<file path="src/rtl/fbc_pkg.sv">
// ----------------------------------------------------------------------------
// fbc_pkg: shared types and constants for the Feistel block cipher unit
// Widths, register indexes, reset values, opcodes and the sequencer types.
// ----------------------------------------------------------------------------
`default_nettype none
package fbc_pkg;

  localparam int unsigned BLK_W   = 64;
  localparam int unsigned WORD_W  = 16;
  localparam int unsigned RND_W   = 8;
  localparam int unsigned CIDX_W  = 2;
  localparam int unsigned CDAT_W  = 64;
  localparam int unsigned TUSER_W = 2;

  // Round function rotate amounts and the odd-round key rotation
  localparam int unsigned ROT_X   = 9;
  localparam int unsigned ROT_K   = 11;
  localparam int unsigned ROT_ODD = 8;

  // Configuration register indexes
  localparam logic [CIDX_W-1:0] CFG_BASE_KEY    = 2'd0;
  localparam logic [CIDX_W-1:0] CFG_ROUND_COUNT = 2'd1;
  localparam logic [CIDX_W-1:0] CFG_CHAIN_MODE  = 2'd2;
  localparam logic [CIDX_W-1:0] CFG_INIT_VECTOR = 2'd3;

  // Register reset values
  localparam logic [WORD_W-1:0] RST_BASE_KEY    = 16'd0;
  localparam logic [RND_W-1:0]  RST_ROUND_COUNT = 8'd249;
  localparam logic              RST_CHAIN_MODE  = 1'b1;
  localparam logic [BLK_W-1:0]  RST_INIT_VECTOR = 64'd1;

  // Opcodes and chaining modes
  localparam logic OP_ENC    = 1'b0;
  localparam logic OP_DEC    = 1'b1;
  localparam logic MODE_ECB  = 1'b0;
  localparam logic MODE_CBC  = 1'b1;

  // Sequencer states
  typedef enum logic {
    ST_IDLE,
    ST_RUN
  } st_t;

  // Sequencer commands to the datapath
  typedef struct packed {
    logic load;     // take the input beat into the datapath
    logic step;     // apply one Feistel round
    logic finish;   // write the result and the chaining value
    logic odd_key;  // current round index is odd
  } ctrl_t;

endpackage
`default_nettype wire

</file>
<file path="src/rtl/fbc_round.sv">
// ----------------------------------------------------------------------------
// fbc_round: one Feistel round, shared across all rounds of a block
// Forms the round subkey, evaluates the round function once and shuffles
// the four 16-bit words for an encryption or a decryption round.
// ----------------------------------------------------------------------------
`default_nettype none
module fbc_round (
  input  wire logic [fbc_pkg::BLK_W-1:0]  blk,
  input  wire logic [fbc_pkg::WORD_W-1:0] base_key,
  input  wire logic                       odd_key,
  input  wire logic                       dec,
  output logic      [fbc_pkg::BLK_W-1:0]  blk_nxt
);

  logic [fbc_pkg::WORD_W-1:0] w0, w1, w2, w3;
  logic [fbc_pkg::WORD_W-1:0] subkey;
  logic [fbc_pkg::WORD_W-1:0] key_rot;
  logic [fbc_pkg::WORD_W-1:0] x;
  logic [fbc_pkg::WORD_W-1:0] x_rot;
  logic [fbc_pkg::WORD_W-1:0] f_out;

  assign w0 = blk[15:0];
  assign w1 = blk[31:16];
  assign w2 = blk[47:32];
  assign w3 = blk[63:48];

  // Odd rounds use the key rotated right by a byte
  assign subkey = odd_key ? {base_key[fbc_pkg::ROT_ODD-1:0],
                             base_key[fbc_pkg::WORD_W-1:fbc_pkg::ROT_ODD]}
                          : base_key;

  // Encryption feeds the low word, decryption the high word
  assign x = dec ? w3 : w0;

  // rotr(k,11) and rotl(x,9)
  assign key_rot = {subkey[fbc_pkg::ROT_K-1:0],
                    subkey[fbc_pkg::WORD_W-1:fbc_pkg::ROT_K]};
  assign x_rot   = {x[fbc_pkg::WORD_W-fbc_pkg::ROT_X-1:0],
                    x[fbc_pkg::WORD_W-1:fbc_pkg::WORD_W-fbc_pkg::ROT_X]};
  assign f_out   = x_rot ^ ~(key_rot ^ x);

  // Shuffle words
  always_comb begin
    if (dec) begin
      blk_nxt = {w2, w1, f_out ^ w0, x};
    end else begin
      blk_nxt = {w0, w3, w2, f_out ^ w1};
    end
  end

endmodule
`default_nettype wire

</file>
<file path="src/rtl/fbc_ctrl.sv">
// ----------------------------------------------------------------------------
// fbc_ctrl: round sequencer
// Counts the remaining rounds, tracks the round index parity and hands
// load, step and finish commands to the datapath.
// ----------------------------------------------------------------------------
`default_nettype none
module fbc_ctrl (
  input  wire logic                      clk,
  input  wire logic                      rst_n,
  input  wire logic                      in_valid,
  input  wire logic                      dec,
  input  wire logic                      out_free,
  input  wire logic [fbc_pkg::RND_W-1:0] round_count,
  output logic                           in_ready,
  output fbc_pkg::ctrl_t                 ctrl
);

  fbc_pkg::st_t              state_r, state_nxt;
  logic [fbc_pkg::RND_W-1:0] rem_r, rem_nxt;
  logic                      par_r, par_nxt;

  // State and counter registers
  always_ff @(posedge clk) begin
    if (!rst_n) begin
      state_r <= fbc_pkg::ST_IDLE;
      rem_r   <= '0;
      par_r   <= 1'b0;
    end else begin
      state_r <= state_nxt;
      rem_r   <= rem_nxt;
      par_r   <= par_nxt;
    end
  end

  // Next state and commands
  always_comb begin
    state_nxt    = state_r;
    rem_nxt      = rem_r;
    par_nxt      = par_r;
    in_ready     = 1'b0;
    ctrl.load    = 1'b0;
    ctrl.step    = 1'b0;
    ctrl.finish  = 1'b0;
    ctrl.odd_key = par_r;
    case (state_r)
      fbc_pkg::ST_IDLE: begin
        in_ready = 1'b1;
        if (in_valid) begin
          ctrl.load = 1'b1;
          rem_nxt   = round_count;
          // Decryption starts at the last round index
          par_nxt   = dec ? ~round_count[0] : 1'b0;
          state_nxt = fbc_pkg::ST_RUN;
        end
      end
      fbc_pkg::ST_RUN: begin
        if (rem_r != '0) begin
          ctrl.step = 1'b1;
          rem_nxt   = rem_r - 1'b1;
          par_nxt   = ~par_r;
        end else if (out_free) begin
          ctrl.finish = 1'b1;
          state_nxt   = fbc_pkg::ST_IDLE;
        end
      end
      default: begin
        state_nxt = fbc_pkg::ST_IDLE;
      end
    endcase
  end

endmodule
`default_nettype wire

</file>
<file path="src/rtl/feistel_block_cipher_cbc_unit.sv">
// ----------------------------------------------------------------------------
// feistel_block_cipher_cbc_unit: Feistel block cipher with CBC chaining
// Encrypts or decrypts 64-bit blocks with a four-word Feistel network,
// optionally chained in CBC mode.
// ----------------------------------------------------------------------------
// Each block is loaded, then stepped round by round through the single shared
// round unit, and finally the result register (and, in CBC mode, the chaining
// value) is written; only then can the next input beat be taken. The input
// side is not ready while a block is in flight. A result waits in the output
// register without blocking the next input beat; only the finish of the
// following block waits for that result to be taken. Setting tuser bit 1
// (restart) reloads the chaining value from init_vector before the block is
// used.
// ----------------------------------------------------------------------------
`default_nettype none
module feistel_block_cipher_cbc_unit (
  input  wire logic                          clk,
  input  wire logic                          rst_n,
  // Input stream
  input  wire logic                          in_tvalid,
  output logic                               in_tready,
  input  wire logic [fbc_pkg::BLK_W-1:0]     in_tdata,  // [63:0] data_block
  input  wire logic [fbc_pkg::TUSER_W-1:0]   in_tuser,  // [0] opcode, [1] restart
  // Result stream
  output logic                               out_tvalid,
  input  wire logic                          out_tready,
  output logic      [fbc_pkg::BLK_W-1:0]     out_tdata, // [63:0] result_block
  // Configuration write port
  input  wire logic                          cfg_we,
  input  wire logic [fbc_pkg::CIDX_W-1:0]    cfg_index,
  input  wire logic [fbc_pkg::CDAT_W-1:0]    cfg_wdata
);

  logic [fbc_pkg::WORD_W-1:0] base_key_r;
  logic [fbc_pkg::RND_W-1:0]  round_count_r;
  logic                       chain_mode_r;
  logic [fbc_pkg::BLK_W-1:0]  init_vector_r;

  logic [fbc_pkg::BLK_W-1:0]  chain_r;
  logic [fbc_pkg::BLK_W-1:0]  blk_r;
  logic [fbc_pkg::BLK_W-1:0]  din_r;
  logic                       dec_r;
  logic                       cbc_r;
  logic                       out_valid_r;
  logic [fbc_pkg::BLK_W-1:0]  out_data_r;

  logic                       in_dec;
  logic                       in_restart;
  logic [fbc_pkg::BLK_W-1:0]  cv;
  logic [fbc_pkg::BLK_W-1:0]  round_out;
  logic [fbc_pkg::BLK_W-1:0]  result;
  logic                       out_free;
  fbc_pkg::ctrl_t             ctrl;

  assign in_dec     = (in_tuser[0] == fbc_pkg::OP_DEC);
  assign in_restart = in_tuser[1];
  assign cv         = in_restart ? init_vector_r : chain_r;
  assign out_free   = !out_valid_r || out_tready;

  // Configuration registers
  always_ff @(posedge clk) begin
    if (!rst_n) begin
      base_key_r    <= fbc_pkg::RST_BASE_KEY;
      round_count_r <= fbc_pkg::RST_ROUND_COUNT;
      chain_mode_r  <= fbc_pkg::RST_CHAIN_MODE;
      init_vector_r <= fbc_pkg::RST_INIT_VECTOR;
    end else if (cfg_we) begin
      case (cfg_index)
        fbc_pkg::CFG_BASE_KEY:    base_key_r    <= cfg_wdata[fbc_pkg::WORD_W-1:0];
        fbc_pkg::CFG_ROUND_COUNT: round_count_r <= cfg_wdata[fbc_pkg::RND_W-1:0];
        fbc_pkg::CFG_CHAIN_MODE:  chain_mode_r  <= cfg_wdata[0];
        fbc_pkg::CFG_INIT_VECTOR: init_vector_r <= cfg_wdata[fbc_pkg::BLK_W-1:0];
        default: ;
      endcase
    end
  end

  // Round sequencer
  fbc_ctrl u_ctrl (
    .clk         (clk),
    .rst_n       (rst_n),
    .in_valid    (in_tvalid),
    .dec         (in_dec),
    .out_free    (out_free),
    .round_count (round_count_r),
    .in_ready    (in_tready),
    .ctrl        (ctrl)
  );

  // Shared round unit
  fbc_round u_round (
    .blk      (blk_r),
    .base_key (base_key_r),
    .odd_key  (ctrl.odd_key),
    .dec      (dec_r),
    .blk_nxt  (round_out)
  );

  // Block register: load with CBC pre-whitening for encryption, then advance one round a cycle
  always_ff @(posedge clk) begin
    if (ctrl.load) begin
      blk_r <= (chain_mode_r == fbc_pkg::MODE_CBC && !in_dec) ? (in_tdata ^ cv)
                                                               : in_tdata;
      din_r <= in_tdata;
      dec_r <= in_dec;
      cbc_r <= (chain_mode_r == fbc_pkg::MODE_CBC);
    end else if (ctrl.step) begin
      blk_r <= round_out;
    end
  end

  // Decryption in CBC mode unwhitens with the chaining value
  assign result = (cbc_r && dec_r) ? (blk_r ^ chain_r) : blk_r;

  // Chaining value: reload on restart, then take the ciphertext in CBC mode
  always_ff @(posedge clk) begin
    if (!rst_n) begin
      chain_r <= '0;
    end else if (ctrl.load) begin
      chain_r <= cv;
    end else if (ctrl.finish && cbc_r) begin
      chain_r <= dec_r ? din_r : blk_r;
    end
  end

  // Output register: hold until the beat is taken
  always_ff @(posedge clk) begin
    if (!rst_n) begin
      out_valid_r <= 1'b0;
    end else if (ctrl.finish) begin
      out_valid_r <= 1'b1;
    end else if (out_tready) begin
      out_valid_r <= 1'b0;
    end
  end

  always_ff @(posedge clk) begin
    if (ctrl.finish) begin
      out_data_r <= result;
    end
  end

  assign out_tvalid = out_valid_r;
  assign out_tdata  = out_data_r;

endmodule
`default_nettype wire

</file>
<file path="config.mk">
export PLATFORM = sky130hd
export DESIGN_NAME = feistel_block_cipher_cbc_unit
export DESIGN_NICKNAME = d
export VERILOG_FILES = /design/src/rtl/fbc_pkg.sv /design/src/rtl/fbc_round.sv /design/src/rtl/fbc_ctrl.sv /design/src/rtl/feistel_block_cipher_cbc_unit.sv
export SDC_FILE = /design/constraint.sdc
export NUM_CORES = 1
export LEC_CHECK = 0
export BUFFER_PORTS_ARGS = -buffer_cell sky130_fd_sc_hd__clkbuf_2
export CORE_MARGIN = 2
export CORE_UTILIZATION = 56
export CTS_BUF_LIST = sky130_fd_sc_hd__clkbuf_4 sky130_fd_sc_hd__clkbuf_8 sky130_fd_sc_hd__clkbuf_16
export CTS_CLUSTER_SIZE = 12
export DETAILED_ROUTE_END_ITERATION = 8
export HOLD_SLACK_MARGIN = 0.05
export MAX_ROUTING_LAYER = met4
export PLACE_DENSITY_LB_ADDON = 0.05
export SYNTH_ARGS = -nofsm -noshare
export SYNTH_HDL_FRONTEND = slang
export SYNTH_SLANG_ARGS = --single-unit
export TNS_END_PERCENT = 30
</file>
<file path="constraint.sdc">
create_clock -name clk -period 6.82 [get_ports clk]
set_clock_uncertainty 0.2 [all_clocks]
set_input_delay 0.682 -clock clk [delete_from_list [all_inputs] [get_ports clk]]
set_output_delay 0.682 -clock clk [all_outputs]
set_load 0.005 [all_outputs]
</file>
==> results of run 1 <==
## sequential cells by signal, indices dropped and copies added (netlist names)
| name | cells |
|---|---|
| u_ctrl.rem_r | 8 |
| din_r | 64 |
| u_ctrl.par_r | 1 |
| blk_r | 64 |
| u_ctrl.state_r | 1 |
| out_tvalid | 1 |
| chain_r | 64 |
| cbc_r | 1 |
| init_vector_r | 64 |
| round_count_r | 8 |
| out_tdata | 64 |
| chain_mode_r | 1 |
| dec_r | 1 |
| base_key_r | 16 |
## power by group through the flow
stage / logic, mW / clock network [mW] / registers [mW]
global route: 1.41 / 2.20 / 2.87
detailed placement: 1.29 / 0 / 2.88
finish: 1.31 / 2.10 / 2.85
floorplan: 0.932 / 0 / 2.75
global placement: 1.27 / 0 / 2.88
CTS: 1.30 / 2.12 / 2.84
## logic make-up (layout without fill, tap and decap cells)
| kind of cell | Yosys count | after routing | synth area share (%) |
|---|---|---|---|
| AND/OR/NAND/NOR | 555 | 555 | 13.3 |
| adder cells (fa/ha/maj) | 2 | 2 | 0.141 |
| AO/OA/AOI/OAI | 327 | 327 | 11.8 |
| buffers and inverters | 128 | 299 | 2.88 |
| flip-flops | 358 | 358 | 51.5 |
| XOR/XNOR | 192 | 192 | 12.0 |
| multiplexers | 145 | 145 | 8.33 |
## worst max path at each step
| stage | from | cells after the start | end | slack (ps) |
|---|---|---|---|---|
| after floorplan | u_ctrl.rem_r[0] | 5 | out_tdata[0] | 2390 |
| after global placement | u_ctrl.rem_r[0] | 6 | out_tdata[38] | 3450 |
| after detailed placement | u_ctrl.rem_r[0] | 6 | out_tdata[56] | 3270 |
| after CTS | u_ctrl.rem_r[0] | 6 | out_tdata[54] | 3250 |
| after global routing | u_ctrl.rem_r[0] | 6 | out_tdata[58] | 3030 |
| final | u_ctrl.rem_r[0] | 6 | out_tdata[58] | 3280 |
## layout make-up
class / instances / area, µm² / share of cell area, %
sequential: 358 / 9110 / 45.1
multi-input combinational: 1221 / 8130 / 40.2
timing repair buffer: 219 / 1170 / 5.77
clock buffer: 55 / 1140 / 5.66
tap: 402 / 503 / 2.49
clock inverter: 14 / 114 / 0.563
inverter: 11 / 48.8 / 0.241
## per-stage QoR
step | utilization [%] | power, mW | cell area [µm²]
2_1_floorplan | - | 3.69 | 17700
3_3_place_gp | 60.5 | 4.15 | 19000
3_5_place_dp | 60.5 | 4.17 | 19000
4_1_cts | 64.5 | 6.26 | 20200
5_1_grt | 64.5 | 6.48 | 20200
6_report | 64.5 | 6.27 | 20200
## cell usage after synthesis (all sizes together) (2+ instances only)
cell type / n / share of area (%)
a211oi: 57 / 2.4
nand2: 341 / 7.2
clkbuf: 76 / 1.6
or4b: 2 / 0.13
nor3b: 2 / 0.085
o211a: 4 / 0.23
a21o: 6 / 0.25
buf: 41 / 1.0
nor4b: 2 / 0.13
xnor2: 160 / 7.9
nor4: 2 / 0.11
edfxtp: 194 / 33
nand2b: 19 / 0.67
o211ai: 9 / 0.38
and3: 13 / 0.46
a211o: 24 / 1.2
a21oi: 179 / 5.1
nor2: 109 / 2.3
a221oi: 17 / 0.84
ha: 2 / 0.14
mux2: 17 / 1.1
nand3: 23 / 0.65
a2111oi: 3 / 0.17
o21ai: 10 / 0.28
nor2b: 35 / 1.2
inv: 11 / 0.23
xnor3: 32 / 4.1
mux2i: 128 / 7.2
a31oi: 2 / 0.071
or3: 2 / 0.071
o221a: 3 / 0.19
o32ai: 3 / 0.15
dfxtp: 164 / 19
## metal layers
layer / GRT usage, % / vias to the layer above
li1: - / 6268
met1: 43.5 / 6506
met2: 47.9 / 553
met3: 5.09 / 90
met4: 11.1 / 0
met5: - / -
==> flow_metrics.tcl, run 1 <==
set metrics [dict create \
    period_share_pct 51.9 \
    tightestPinTransition_ps 1050 \
    clk_latency_ps 530 \
    timing.rr.start "u_ctrl.rem_r[0]" \
    power_leakage_nw 7.81 \
    status "finished clean" \
    hold_viol 0 \
    cp-end-kind "flop" \
    critPathSlowestCell "nor2_4" \
    insertedDiodeCount 0 \
    grt_pass1_wl_um 76600 \
    final_common_cell "nand2_1" \
    crit_buf_inv 2 \
    holdCritStartpoint "in_tdata[31]" \
    clkTransAtPathRegs_ps 60 \
    htree_num_levels 2 \
    pwr-share-comb_pct 20.9 \
    core_um2 31300 \
    layout_setup_ws_ps 3280 \
    r2r-end "out_tdata[58]" \
    setup_violations 0 \
    synth-edff-count 194 \
    yosys_warnings 0 \
    r2r_slack_ps 3280 \
    numCtsBuffers 39 \
    drv_cap 0 \
    clockBufferDepth 3 \
    area_growth_pct 14.3 \
    cts.repair.resized 0 \
    via_per_inst 5.88 \
    grt_overflow 0 \
    dp_cells 2211 \
    cts.sink_count 358 \
    internal_power_mw 4.43 \
    pwr-share-clk_pct 33.5 \
    ys_ff_latch 358 \
    cp_top_family "simple AND/OR/NAND/NOR gates" \
    p_per_area_nw_per_um2 310 \
    syn-instance-count 1707 \
    hold_depth 1 \
    drtAntennaViolNets 0 \
    met2_length_um 23300 \
    routed-wl-met3_um 4090 \
    cp_data_required_time_ps 6780 \
    max_freq_mhz 283 \
    async_flop_share_pct 0 \
    routed.top_layer "met4" \
    seqPwrFrac_pct 45.5 \
    power_switching_mw 1.84 \
    grt_usage_pct 31.7 \
    pre_cts_ws_ps 3270 \
    period_needed_ps 3540 \
    ir_drop_v 0.000211 \
    dieArea_um2 33000 \
    portBuffers 202 \
    vias 13400 \
    drive_above_1_share_pct 17.0 \
    postCtsHoldBufs 0 \
    ys_types 53 \
    synth_nets 1846 \
    avgRoutedWirePerCell_um 22.5 \
    layout_common_cells "341 x nand2_1, 201 x clkbuf_2, 194 x edfxtp_1" \
    cp_max_fo 35 \
    worstHoldPathType "in -> reg" \
    cts_tree "built" \
    io_pins 203 \
    drc_errors 0 \
    switching_share_pct 29.3 \
    final.fill_count 2562 \
    start_util_pct 56.5 \
    wl_met1_um 22000 \
    setup.worst_path.class "reg -> reg" \
    post-cts-setup-buffer-count 0 \
    cp-start-kind "flop" \
    drtIter0Drc 1435 \
    die_h_um 182 \
    die_w_um 182 \
    avgSynthCellArea_um2 10.4 \
    worstPathArrival_ps 3490 \
    grt_pass1_vias 12600 \
    hold_path_end "din_r[31]" \
    yosysSeqAreaShare_pct 51.5 \
    grt_max_degree 126 \
    routed_wl_um 51300 \
    antenna_found_initial 0 \
    ff2ff_path_depth 6 \
    gp_congestion 0.861 \
    max_stage_delay_ps 870 \
    crit_chain "inv_1 -> ha_1 -> nor4b_1 -> nand2_1 -> nor2_4 -> buf_4" \
    hpwl_um 33900 \
    drv_slew 0 \
    final_cells 2280 \
    tns_ps 0 \
    syn-cell-area_um2 17700 \
    grt_setup_unrepaired "no" \
    max_slew_margin_pct 30.0 \
    hold_ws_ps 164 \
    cts-root-buf "clkbuf_16" \
    rows 65 \
    synth-main-ff-cell "edfxtp_1" \
    dr.pass1.iters 8 \
    nets 1989 \
]
Note: power is estimated with default switching activity, not from simulation.
==> run 2, diff against run 1 <==
--- a/config.mk
+++ b/config.mk
@@ -5,9 +5,10 @@
 export SDC_FILE = /design/constraint.sdc
 export NUM_CORES = 1
 export LEC_CHECK = 0
+export ABC_AREA = 1
 export BUFFER_PORTS_ARGS = -buffer_cell sky130_fd_sc_hd__clkbuf_2
 export CORE_MARGIN = 2
-export CORE_UTILIZATION = 56
+export CORE_UTILIZATION = 54
 export CTS_BUF_LIST = sky130_fd_sc_hd__clkbuf_4 sky130_fd_sc_hd__clkbuf_8 sky130_fd_sc_hd__clkbuf_16
 export CTS_CLUSTER_SIZE = 12
 export DETAILED_ROUTE_END_ITERATION = 8
==> constraint.sdc (replaced) <==
create_clock -name clk -period 3.03 [get_ports clk]
set_clock_uncertainty 0.2 [all_clocks]
set_input_delay 0.303 -clock clk [delete_from_list [all_inputs] [get_ports clk]]
set_output_delay 0.303 -clock clk [all_outputs]
set_load 0.005 [all_outputs]
==> run 2 against run 1 <==
  * Synthesized cell count rose by 41%
  * Total power grew 130%
  * Design area up 13%
  * Critical path type is now in -> reg
==> flow_metrics.tcl, run 2 <==
set metrics [dict create \
    utilization_pct 67.8 \
    ff2ff_path_depth 11 \
    r2r_slack_ps 450 \
    dieArea_um2 35800 \
    layout_common_cells "706 x nand2_1, 243 x nor2_1, 242 x o21ai_0, 242 x nand3_1, 201 x clkbuf_2" \
    ir_drop_v 0.000526 \
    cp-end-kind "flop" \
    io_pins 203 \
    synth_top_area_share_pct 31.4 \
    grt_pass1_wl_um 95000 \
    cts.sink_count 358 \
    grt_usage_pct 35.5 \
    gp_congestion 0.959 \
    async_flop_share_pct 0 \
    grt_max_degree 201 \
    drtIter0Drc 1603 \
    yosys_warnings 0 \
    yosysSeqAreaShare_pct 49.1 \
    rows 67 \
    syn-cell-area_um2 18500 \
    synthTopCellsByCount "706 x nand2_1, 244 x nor2_1, 242 x nand3_1, 242 x o21ai_0, 194 x edfxtp_1" \
    die_h_um 189 \
    max_freq_mhz 357 \
    cp_data_required_time_ps 3340 \
    hpwl_um 40500 \
    drc_errors 0 \
    avgSynthCellArea_um2 7.69 \
    p_per_area_nw_per_um2 621 \
    syn-instance-count 2412 \
    tightestPinTransition_ps 1040 \
    synth.most_common_cell "nand2_1" \
    period_needed_ps 2800 \
    setup.worst_path.class "in -> reg" \
    yosysTopAreaCell "edfxtp_1" \
    worstHoldPathType "in -> reg" \
    clockBufferDepth 3 \
    hold_path_end "round_count_r[2]" \
    synth_compound_area_share_pct 11.6 \
    layout_setup_ws_ps 231 \
    die_w_um 189 \
    cts_tree "built" \
    dr.pass1.iters 5 \
    avgRoutedWirePerCell_um 19.5 \
    hold_depth 5 \
    synthXorXnorAreaFrac_pct 6.14 \
    grt_setup_unrepaired "no" \
    routed_wl_um 62200 \
    portBuffers 202 \
    synth_top_family_by_area "simple AND/OR/NAND/NOR gates" \
    via_per_inst 5.59 \
    vias 17800 \
    clk_latency_ps 580 \
    pre_cts_ws_ps 491 \
    yosys.area_share.adder_pct 0.135 \
    tns_ps 0 \
    ys_ff_latch 358 \
    area_growth_pct 23.2 \
    start_util_pct 55.0 \
    finalPower_mw 14.2 \
    final_common_cell "nand2_1" \
    grt_pass1_vias 16700 \
    drv_cap 0 \
    cts-root-buf "clkbuf_16" \
    timing.rr.start "u_ctrl.par_r" \
    grt_overflow 0 \
    drive_above_1_share_pct 13.1 \
    antenna_found_initial 0 \
    synth.area.top_cells "edfxtp_1 31%, dfxtp_1 18%, nand2_1 14%" \
    setup_violations 0 \
    holdCritStartpoint "cfg_we" \
    drtAntennaViolNets 0 \
    synth-edff-count 194 \
    cp-start-kind "input pin" \
    drv_slew 0 \
    synth-main-ff-cell "edfxtp_1" \
    max_slew_margin_pct 30.5 \
    cp_max_fo 9 \
    post-cts-setup-buffer-count 0 \
    ys_types 34 \
    power_leakage_nw 9.67 \
    core_um2 33700 \
    r2r-end "blk_r[28]" \
    htree_num_levels 2 \
    synth_nets 2551 \
    numCtsBuffers 42 \
    hold_viol 0 \
    final.fill_count 2871 \
    yosys-mux-area-fraction_pct 0 \
    status "finished clean" \
    clkTransAtPathRegs_ps 60 \
    period_share_pct 92.4 \
    synth-simple-area-share_pct 26.9 \
    nets 2841 \
    worstPathArrival_ps 3110 \
]
run 2: how the worst max path moves through the flow:
stage / cells after the start / end / start
2_1_floorplan: 12 / chain_r[28] / u_ctrl.rem_r[0]
3_3_place_gp: 11 / blk_r[28] / u_ctrl.par_r
3_5_place_dp: 11 / blk_r[28] / u_ctrl.par_r
4_1_cts: 8 / round_count_r[0] / cfg_index[0]
5_1_grt: 8 / round_count_r[0] / cfg_index[0]
6_report: 8 / round_count_r[0] / cfg_index[0]
run 2: routing by layer:
metal | global-route usage, % | wire length (µm) | vias to the layer above
met5 | - | 0 | -
li1 | - | - | 8522
met3 | 5.63 | 4660 | 140
met4 | 13.2 | 2470 | 0
met2 | 56.6 | 28900 | 774
met1 | 45.8 | 26200 | 8377
run 2: per-stage QoR:
step                instance area, µm²  hold WS (ps)  cells
floorplan                        18500           202   2412
global placement                 20000           239   2963
detailed placement               20000           244   2963
CTS                              22900           125   3184
global route                     22900           240   3184
finish                           22900           205   3185
run 2: timing repair:
action                    in CTS  in global routing
resized for setup              0                  0
hold buffers                 143                  0
hold endpoints to repair     224                  0
run 2: worst max-delay path, cell delays in order:
cell and delay (ps):
dlygate4sd3_1 540, clkbuf_2 140, inv_1 80, nor3_1 720
nand2_1 90, dlygate4sd3_1 590, nand3_1 80, dlygate4sd3_1 550
run 2: kinds of logic (layout without fill, tap and decap cells):
kind of cell             Yosys count  after routing
other                              0              1
adder cells (fa/ha/maj)            2              2
flip-flops                       358            358
AO/OA/AOI/OAI                    421            421
XOR/XNOR                         130            130
AND/OR/NAND/NOR                 1219           1219
buffers and inverters            282            606
run 2: power by group:
group	switching [mW]	internal, mW
logic	1.92	0.995
registers	0.292	5.66
clock network	2.09	3.24
run 2: final cells by class:
type,instances,area (µm²),share of cell area [%]
inverter,143,538,2.35
antenna,1,2.50,0.0109
timing repair buffer,385,2870,12.6
tap,448,561,2.45
clock inverter,14,199,0.870
multi-input combinational,1772,8310,36.4
sequential,358,9110,39.9
clock buffer,64,1260,5.53
==> run 3, diff against run 2 <==
--- a/config.mk
+++ b/config.mk
@@ -17,5 +17,6 @@
 export PLACE_DENSITY_LB_ADDON = 0.05
 export SYNTH_ARGS = -nofsm -noshare
 export SYNTH_HDL_FRONTEND = slang
+export SYNTH_HIERARCHICAL = 1
 export SYNTH_SLANG_ARGS = --single-unit
 export TNS_END_PERCENT = 30
==> run 3 against run 2 <==
  * Worst hold slack worse by 79 ps
  * Combinational power is 5% lower
  * Total power is 2.5% lower
  * Die area is 7.6% higher
  * Via count is 10% higher
  * Sequential share of layout area is 1.8 points lower
  * Largest cell class is now multi-input gates
  * Area after synthesis is 7.7% higher
  * Final cell count is 12% higher
  * Sequential cell count stayed put
  * Setup slack better by 140 ps
  * Global-route usage is 1.1 points lower
  * Clock power is 6.0% lower
==> flow_metrics.tcl, run 3 <==
set metrics [dict create \
    crit_chain "inv_1 -> nand2_2 -> clkinvlp_4 -> clkinv_2 -> buf_12 -> nand3_1 -> nand3_1 -> nand2_1 -> inv_1" \
    max_freq_mhz 376 \
    cts_tree "built" \
    layout_setup_ws_ps 369 \
    period_share_pct 87.8 \
    grt_max_degree 129 \
    avgRoutedWirePerCell_um 18.0 \
    io_pins 203 \
    dr.pass1.iters 6 \
    synth.most_common_cell "nand2_1" \
    drtAntennaViolNets 0 \
    synth_nets 2956 \
    grt_pass1_wl_um 100000 \
    grt_overflow 0 \
    synth-edff-count 194 \
    synth.area.top_cells "edfxtp_1 29%, nand2_1 24%, dfxtp_1 16%" \
    yosysSeqAreaShare_pct 45.6 \
    period_needed_ps 2660 \
    vias 19700 \
    synth-main-ff-cell "edfxtp_1" \
    hold_ws_ps 126 \
    start_util_pct 54.7 \
    power_leakage_nw 11.4 \
    cts.sink_count 358 \
    hpwl_um 43200 \
    die_h_um 196 \
    cp-end-kind "flop" \
    cp_top_family "buffers and inverters" \
    area_growth_pct 19.7 \
    worstHoldPathType "in -> reg" \
    clk_latency_ps 560 \
    rows 70 \
    p_per_area_nw_per_um2 579 \
    timing.rr.start "u_ctrl/state_r" \
    holdCritStartpoint "rst_n" \
    critPathSlowestCell "dfxtp_1" \
    status "finished clean" \
    layout_common_cells "1273 x nand2_1, 495 x nand3_1, 206 x inv_1" \
    crit_start "u_ctrl/state_r" \
    post-cts-setup-buffer-count 0 \
    final.fill_count 3203 \
    yosysTopAreaCell "edfxtp_1" \
    drc_errors 0 \
    drv_cap 0 \
    tightestPinTransition_ps 860 \
    yosys_warnings 6 \
    synthTopCellsByCount "1275 x nand2_1, 496 x nand3_1, 209 x inv_1" \
    drtIter0Drc 1665 \
    antenna_found_initial 1 \
    setup.worst_path.class "reg -> reg" \
    die_w_um 196 \
    avgSynthCellArea_um2 7.09 \
    clockBufferDepth 3 \
    cp_data_required_time_ps 3330 \
    grt_usage_pct 34.4 \
    syn-instance-count 2818 \
    ys_ff_latch 358 \
    cp-start-kind "flop" \
    finalPower_mw 13.9 \
    hold_viol 0 \
    syn-cell-area_um2 20000 \
    ir_drop_v 0.000463 \
    drive_above_1_share_pct 12.2 \
    gp_congestion 1.03 \
    routed_wl_um 64300 \
    max_stage_delay_ps 560 \
    nets 3218 \
    grt_setup_unrepaired "no" \
    drv_slew 0 \
    cts-root-buf "clkbuf_16" \
    portBuffers 202 \
    final_common_cell "nand2_1" \
    pre_cts_ws_ps 456 \
    synth_top_area_share_pct 29.2 \
    dieArea_um2 38600 \
    max_slew_margin_pct 42.7 \
    crit_buf_inv 5 \
    htree_num_levels 2 \
    ys_types 29 \
    grt_pass1_vias 18500 \
    setup_violations 0 \
    via_per_inst 5.49 \
    worstPathArrival_ps 2960 \
    numCtsBuffers 41 \
    cp_max_fo 69 \
    async_flop_share_pct 0 \
    core_um2 36500 \
    clkTransAtPathRegs_ps 60 \
]
[run 3: cell types whose count changed after synthesis, sizes merged, moves of 13 or more]
cell / previous run / this run
nand2: 715 / 1303
nand3: 242 / 498
o21ai: 269 / 50
nor2: 247 / 91
inv: 140 / 225
buf: 55 / 138
a21oi: 145 / 68
clkbuf: 84 / 15
xor2: 51 / 0
xnor2: 79 / 64
nor3: 13 / 0
[run 3: power breakdown]
| part | internal [mW] | switching (mW) |
|---|---|---|
| logic | 0.973 | 1.81 |
| registers | 5.60 | 0.454 |
| clock network | 3.04 | 1.97 |
| total | 9.61 | 4.24 |
[run 3: worst reg2reg max path: stages (launching register included)]
cell and delay [ps]:
dfxtp_1 560, inv_1 270, nand2_2 200, clkinvlp_4 240, clkinv_2 330, buf_12 360, nand3_1 190, nand3_1 120
nand2_1 70, inv_1 80
[run 3: worst paths after layout]
check                                    endpoint  slack [ps]  cells past startpoint
worst max-delay path                  chain_r[57]         370                      9
worst min-delay path             init_vector_r[2]         130                      4
worst max register to register        chain_r[57]         370                      9
worst min register to register  init_vector_r[45]         260                      2
[run 3: area by class of cell]
cell class	instances	area [µm²]	share of cell area, %
Inverter	226	858	3.59
Multi-Input combinational cell	2081	9200	38.5
Sequential cell	358	9110	38.1
Antenna cell	1	2.50	0.0105
Clock buffer	64	1260	5.29
Tap cell	468	586	2.45
Clock inverter	12	109	0.455
Timing Repair Buffer	372	2800	11.7
[run 3: cell families after synthesis]
logic type | count (synthesis) | share of synthesized area, %
simple gates | 1894 | 39.9
buf+inv | 379 | 8.50
flops | 358 | 45.6
compound gates | 122 | 3.12
xor+xnor | 64 | 2.81
fa+ha+maj | 1 | 0.0626
[run 3: metal layers]
layer	vias up	routed length (µm)	GRT usage (%)
met4	0	2320	14.4
li1	9497	-	-
met1	9146	26700	44.6
met2	894	30200	55.1
met5	-	0	-
met3	129	5180	3.97
[run 3: timing repair]
action	CTS	global route
hold buffers	138	0
gates resized for setup	0	0
endpoints found under the hold margin	218	0
[run 3: through the flow]
stage               setup TNS [ps]  area (µm²)  utilization (%)  cells
floorplan                    -24.1       20000                -   2818
global placement                 0       21200             58.0   3367
detailed placement               0       21200             58.0   3367
CTS                              0       23900             65.5   3581
global route                     0       23900             65.5   3582
finish                           0       23900             65.5   3582
